`src/hdl/cst_pkg.sv`:
```
`timescale 1ns / 1ps
// ----------------------------------------------------------------------------
// cst_pkg
// Shared constants, codes and control/status types of the seek table block.
// ----------------------------------------------------------------------------
package cst_pkg;

	localparam int MAX_ENTRIES = 1024;
	localparam int IDX_W       = (MAX_ENTRIES > 1) ? $clog2(MAX_ENTRIES) : 1;
	localparam int CNT_W       = $clog2(MAX_ENTRIES + 1);
	localparam int WORD_W      = 64;
	localparam int ROW_W       = 4 * WORD_W;

	localparam int ACT_W       = 2;
	localparam int STATUS_W    = 4;
	localparam int OUT_IDX_W   = 10;
	localparam int OUT_TOT_W   = 11;
	localparam int LIMIT_W     = 11;
	localparam int CFG_IDX_W   = 2;
	localparam int IN_DATA_W   = 5 * WORD_W;
	localparam int OUT_FIELD_W = STATUS_W + OUT_IDX_W + OUT_TOT_W;
	localparam int OUT_DATA_W  = ((OUT_FIELD_W + 7) / 8) * 8;

	localparam logic [LIMIT_W-1:0] LIMIT_RESET = LIMIT_W'(1024);

	// actions
	localparam logic [ACT_W-1:0] ACT_CLEAR       = 2'd0;
	localparam logic [ACT_W-1:0] ACT_APPEND      = 2'd1;
	localparam logic [ACT_W-1:0] ACT_LOOKUP_COMP = 2'd2;
	localparam logic [ACT_W-1:0] ACT_LOOKUP_DEC  = 2'd3;

	// configuration register indexes
	localparam logic [CFG_IDX_W-1:0] CFG_HDR_END     = 2'd0;
	localparam logic [CFG_IDX_W-1:0] CFG_FILE_LEN    = 2'd1;
	localparam logic [CFG_IDX_W-1:0] CFG_ENTRY_LIMIT = 2'd2;

	// result status codes
	localparam logic [STATUS_W-1:0] ST_OK            = 4'd0;
	localparam logic [STATUS_W-1:0] ST_ZERO          = 4'd1;
	localparam logic [STATUS_W-1:0] ST_HEADER        = 4'd2;
	localparam logic [STATUS_W-1:0] ST_COMP_OVF      = 4'd3;
	localparam logic [STATUS_W-1:0] ST_PAST_FILE     = 4'd4;
	localparam logic [STATUS_W-1:0] ST_DECOMP_OVF    = 4'd5;
	localparam logic [STATUS_W-1:0] ST_GAP           = 4'd6;
	localparam logic [STATUS_W-1:0] ST_BACKWARDS     = 4'd7;
	localparam logic [STATUS_W-1:0] ST_FIRST_NONZERO = 4'd8;
	localparam logic [STATUS_W-1:0] ST_FULL          = 4'd9;
	localparam logic [STATUS_W-1:0] ST_NOT_FOUND     = 4'd10;

	// controller -> datapath
	typedef struct packed {
		logic capture;   // latch the input transaction
		logic dispatch;  // clear / full / scan set-up
		logic calc;      // form chunk ends
		logic check;     // validate and commit an append
		logic scan;      // one lookup step
		logic load_out;  // move result into the output register
	} cmd_t;

	// datapath -> controller
	typedef struct packed {
		logic [ACT_W-1:0] action;
		logic             full;
		logic             hit;
		logic             scan_done;
	} stat_t;

endpackage

```
`src/hdl/cst_ctrl.sv`:
```
`timescale 1ns / 1ps
// ----------------------------------------------------------------------------
// cst_ctrl
// Sequencer of the seek table: one transaction at a time, output register.
// ----------------------------------------------------------------------------
module cst_ctrl (
	input  logic          clk,
	input  logic          arst_n,
	input  logic          s_tvalid,
	output logic          s_tready,
	output logic          m_tvalid,
	input  logic          m_tready,
	input  cst_pkg::stat_t stat,
	output cst_pkg::cmd_t  cmd
);

	localparam logic [2:0] S_IDLE     = 3'd0;
	localparam logic [2:0] S_DISPATCH = 3'd1;
	localparam logic [2:0] S_CALC     = 3'd2;
	localparam logic [2:0] S_CHECK    = 3'd3;
	localparam logic [2:0] S_SCAN     = 3'd4;
	localparam logic [2:0] S_DONE     = 3'd5;

	logic [2:0] state_q, state_d;
	logic       out_valid_q;
	logic       out_free;

	assign s_tready = (state_q == S_IDLE);
	assign m_tvalid = out_valid_q;
	assign out_free = !out_valid_q || m_tready;

	always_comb begin
		state_d = state_q;
		cmd     = '0;
		unique case (state_q)
			S_IDLE: begin
				if (s_tvalid) begin
					cmd.capture = 1'b1;
					state_d     = S_DISPATCH;
				end
			end
			S_DISPATCH: begin
				cmd.dispatch = 1'b1;
				priority if (stat.action == cst_pkg::ACT_CLEAR)
					state_d = S_DONE;
				else if (stat.action == cst_pkg::ACT_APPEND)
					state_d = stat.full ? S_DONE : S_CALC;
				else
					state_d = S_SCAN;
			end
			S_CALC: begin
				cmd.calc = 1'b1;
				state_d  = S_CHECK;
			end
			S_CHECK: begin
				cmd.check = 1'b1;
				state_d   = S_DONE;
			end
			S_SCAN: begin
				cmd.scan = 1'b1;
				if (stat.hit || stat.scan_done)
					state_d = S_DONE;
			end
			S_DONE: begin
				if (out_free) begin
					cmd.load_out = 1'b1;
					state_d      = S_IDLE;
				end
			end
			default: state_d = S_IDLE;
		endcase
	end

	always_ff @(posedge clk or negedge arst_n) begin
		if (!arst_n) begin
			state_q     <= S_IDLE;
			out_valid_q <= 1'b0;
		end else begin
			state_q <= state_d;
			if (cmd.load_out)
				out_valid_q <= 1'b1;
			else if (m_tready)
				out_valid_q <= 1'b0;
		end
	end

endmodule

```
`config.mk`:
```
export PLATFORM = sky130hd
export DESIGN_NAME = cst_ctrl
export DESIGN_NICKNAME = d
export VERILOG_FILES = /design/src/hdl/cst_pkg.sv /design/src/hdl/cst_ctrl.sv
export SDC_FILE = /design/constraint.sdc
export NUM_CORES = 1
export LEC_CHECK = 0
export ABC_AREA = 1
export BUFFER_PORTS_ARGS = -buffer_cell sky130_fd_sc_hd__buf_2
export CAP_MARGIN = 20
export CORE_AREA = 3 3 40 42
export CTS_BUF_LIST = sky130_fd_sc_hd__clkbuf_4 sky130_fd_sc_hd__clkbuf_8
export DETAILED_ROUTE_END_ITERATION = 8
export DIE_AREA = 0 0 43 45
export PLACE_DENSITY = 0.57
export SYNTH_ARGS = -nofsm -noshare
export SYNTH_HDL_FRONTEND = slang
export SYNTH_SLANG_ARGS = --single-unit
```
`constraint.sdc`:
```
create_clock -name clk -period 1.3 [get_ports clk]
set_input_delay 0.195 -clock clk [delete_from_list [all_inputs] [get_ports clk]]
set_output_delay 0.195 -clock clk [all_outputs]
set_load 0.05 [all_outputs]
```
==> qor.csv <==
stage,metric,value,unit
run_status,status,"finished, violations left",
run_status,failing checks,negative setup slack,
synth,mux contribution to synthesized area,0,%
worst_setup_path,CP max stage delay,460,ps
routing,vias per cell,4.16,
flow_run,max cap viols,0,
routing,via count,374,
synth,Synth Net Count,56,
cts,clk buf depth,2,
die,# rows,13,
placement,number of I/O port buffers,16,
sta,Final Hold Viols,0,
sta,clock period minus worst slack,1390,ps
layout,area of the multi-input gates,208,sq um
layout,Filler cells,134,
die,die boundary height,45,um
sta,Max-slew headroom,83.7,%
synth,Compound-Gate Fraction of Synth Area,9.96,%
placement,hpwl dp,615,um
layout,Inserted Diodes,0,
synth,Syn. warnings,0,
worst_setup_path,"Cell Chain, Critical Path",nor2_4 -> nand2_2 -> a21oi_4 -> buf_6,
placement,GPL Wtd Cong,0.747,
sta,unrepaired setup endpoints after global routing,true,
routing,DR top layer,met3,
grt,largest net degree at the start of global routing,10,
routing,drt initial violations,6,
worst_setup_path,CP Launch Type,flip-flop,
synth,Unique masters post-synth,17,
layout,Final #Nets,86,
worst_setup_path,CP max FO,5,
sta,Final setup viols,6,
sta,clock skew,2.66,ps
routing,post-DR wirelength/cell,9.30,um
sta,worst setup margin,-88.6,ps
sta,Final period util,107,%
synth,simple-gate share of the synthesized area,41.4,%
worst_setup_path,"Max stage delay cell, worst path",dfrtp_2,
cts,Num CTS Buffers,3,
cts,H-tree depth,1,
synth,sequential area share after synthesis,31.9,%
grt,GRT Overall Usage,9.21,%
layout,share of cells above drive strength 1,60.0,%
die,Starting Density,24.4,%
die,DIE AREA,1940,sq um
worst_setup_path,Crit path required time,1110,ps
die,Core Region,1280,sq um
pwr,pwr dens,2750,nW/um^2
pwr,LEAKAGE,0.326,nW
synth,synthesized area,314,sq um
routing,Post-DRT Antenna Nets,0,
sta,fin. max-slew vios,0,
cts,Sink Count,4,
worst_setup_path,crit path from,state_q[1],
sta,fmax,720,MHz
die,Horiz. Die Dim,43,um
worst_setup_path,Worst Setup End Kind,output port,
worst_setup_path,worst r2r src,state_q[1],
synth,main combinational cell family by area after synthesis,simple AND/OR/NAND/NOR gates,
die,I/O Pins,17,
grt,vias in the first global route,310,
layout,Storage cell area,103,sq um
grt,first-pass GRT wire length,1280,um
pwr,total power,1.68,mW
synth,Syn Inst Count,47,
cts,clock latency on the worst-skew pair,230,ps
synth,#FFs+latches synth,4,
min_path,HP Class,in2reg,
min_path,HP Start,stat[4],
routing,drc violations,0,
sta,actual slew at the worst max-slew pin,247,ps
pwr,worst vdd ir,0.812,mV
grt,grt total ovfl,0,
cts,CTS tree,built,
layout,P&R area growth vs syn,94.4,%
routing,drt total wl,837,um
synth,xor-xnor portion of the synthesized cell area,0,%
worst_setup_path,WP data arrival,1190,ps
cts,clock slew at reported path FFs,40,ps
routing,routed wl met2,409,um
synth,"Avg Cell Area, Syn",6.68,sq um
placement,Setup WS pre-CTS,33.3,ps
cts,clock root cell,clkbuf_4,
grt,initial antenna violation count,0,
routing,routed wl met3,65,um
synth,Synth Area in Adders,0,%
worst_setup_path,kind of critical path,reg2out,
routing,Met1 Wirelength,362,um
routing,First-pass DRT Iterations,4,
==> cells in the mapped netlist <==
cell      number  area, sq um
nor2_4         1         11.3
nor3_2         2         20.0
buf_6          1         11.3
a21oi_1        2         10.0
dfrtp_1        4          100
clkinv_1       1         3.75
inv_1          8         30.0
nor2_2         2         12.5
nand2_1       12         45.0
nor3_1         1         5.00
nor2_1         4         15.0
o21ai_0        1         5.00
o21bai_1       1         7.51
nand2_2        1         6.26
nand3_1        3         15.0
a31o_1         1         8.76
inv_2          2         7.51
==> flip-flops by register name, summed over array words and instances, names as in the netlist <==
name,flops
state_q,3
m_tvalid,1
==> logic make-up (layout without fill, tap and decap cells) <==
kind of cell           after synthesis  in the layout
flip-flops                           4              4
AO/OA/AOI/OAI                        5              5
AND/OR/NAND/NOR                     26             26
buffers and inverters               12             40
==> critical path: cells and delay by family, from the launching register on <==
kind	cells	cell delay [ps]
flops	1	460
simple gates	2	230
buf+inv	1	160
compound gates	1	110
==> layout by cell type (no fill, tap or decap), types with 2 or more instances in the layout <==
cell type  instances
buf_4              8
buf_2              9
nor2_1             3
inv_1              6
clkbuf_4           3
inv_2              4
buf_6              6
dfrtp_2            2
nor3_4             2
nor2_4             3
nand2_2            3
dfrtp_1            2
nand3_1            3
nand2_1           10
==> where the power goes <==
part	switching (mW)	internal, mW
Combinational	0.727	0.546
Clock	0.0519	0.103
Sequential	0.0707	0.181
Total	0.850	0.831
==> final timing paths <==
kind	slack (ps)	cells after the start	end
max	-90	4	cmd[0]
max in group asynchronous	870	2	state_q[1]
min in group asynchronous	300	2	state_q[2]
max reg2reg	0	9	state_q[2]
min reg2reg	640	2	m_tvalid
min	290	4	state_q[0]
==> cell type report <==
class / instances / share of cell area (%)
repair buffers: 26 / 35.7
multi-input cells: 31 / 34.0
flip-flops and latches: 4 / 16.8
inverters: 11 / 6.76
clock buffers: 3 / 3.69
well taps: 15 / 3.07
==> through the flow <==
stage	utilization [%]	cells	instance area [sq um]	hold WS, ps	setup TNS, ps
floorplan	-	47	339	-101	-363
global placement	36.5	81	469	7.00	0
detailed placement	36.5	81	469	7.44	0
CTS	44.9	87	577	292	-506
global route	47.5	90	611	312	-887
finish	47.5	90	611	289	-378
==> timing repair <==
action | in CTS | in global routing
hold buffers | 1 | 0
endpoints found under the hold margin | 4 | 0
resized for setup | 21 | 3
setup endpoints to repair | 7 | 8
pin swaps | 2 | 3
setup buffers | 2 | 3
==> layer usage <==
metal | track usage [%] | up-vias
met1 | 12.2 | 161
met3 | 3.59 | 0
met2 | 12.6 | 13
li1 | - | 200
met5 | 0 | -
met4 | 5.42 | 0
Power figures use the tool's default switching activity.
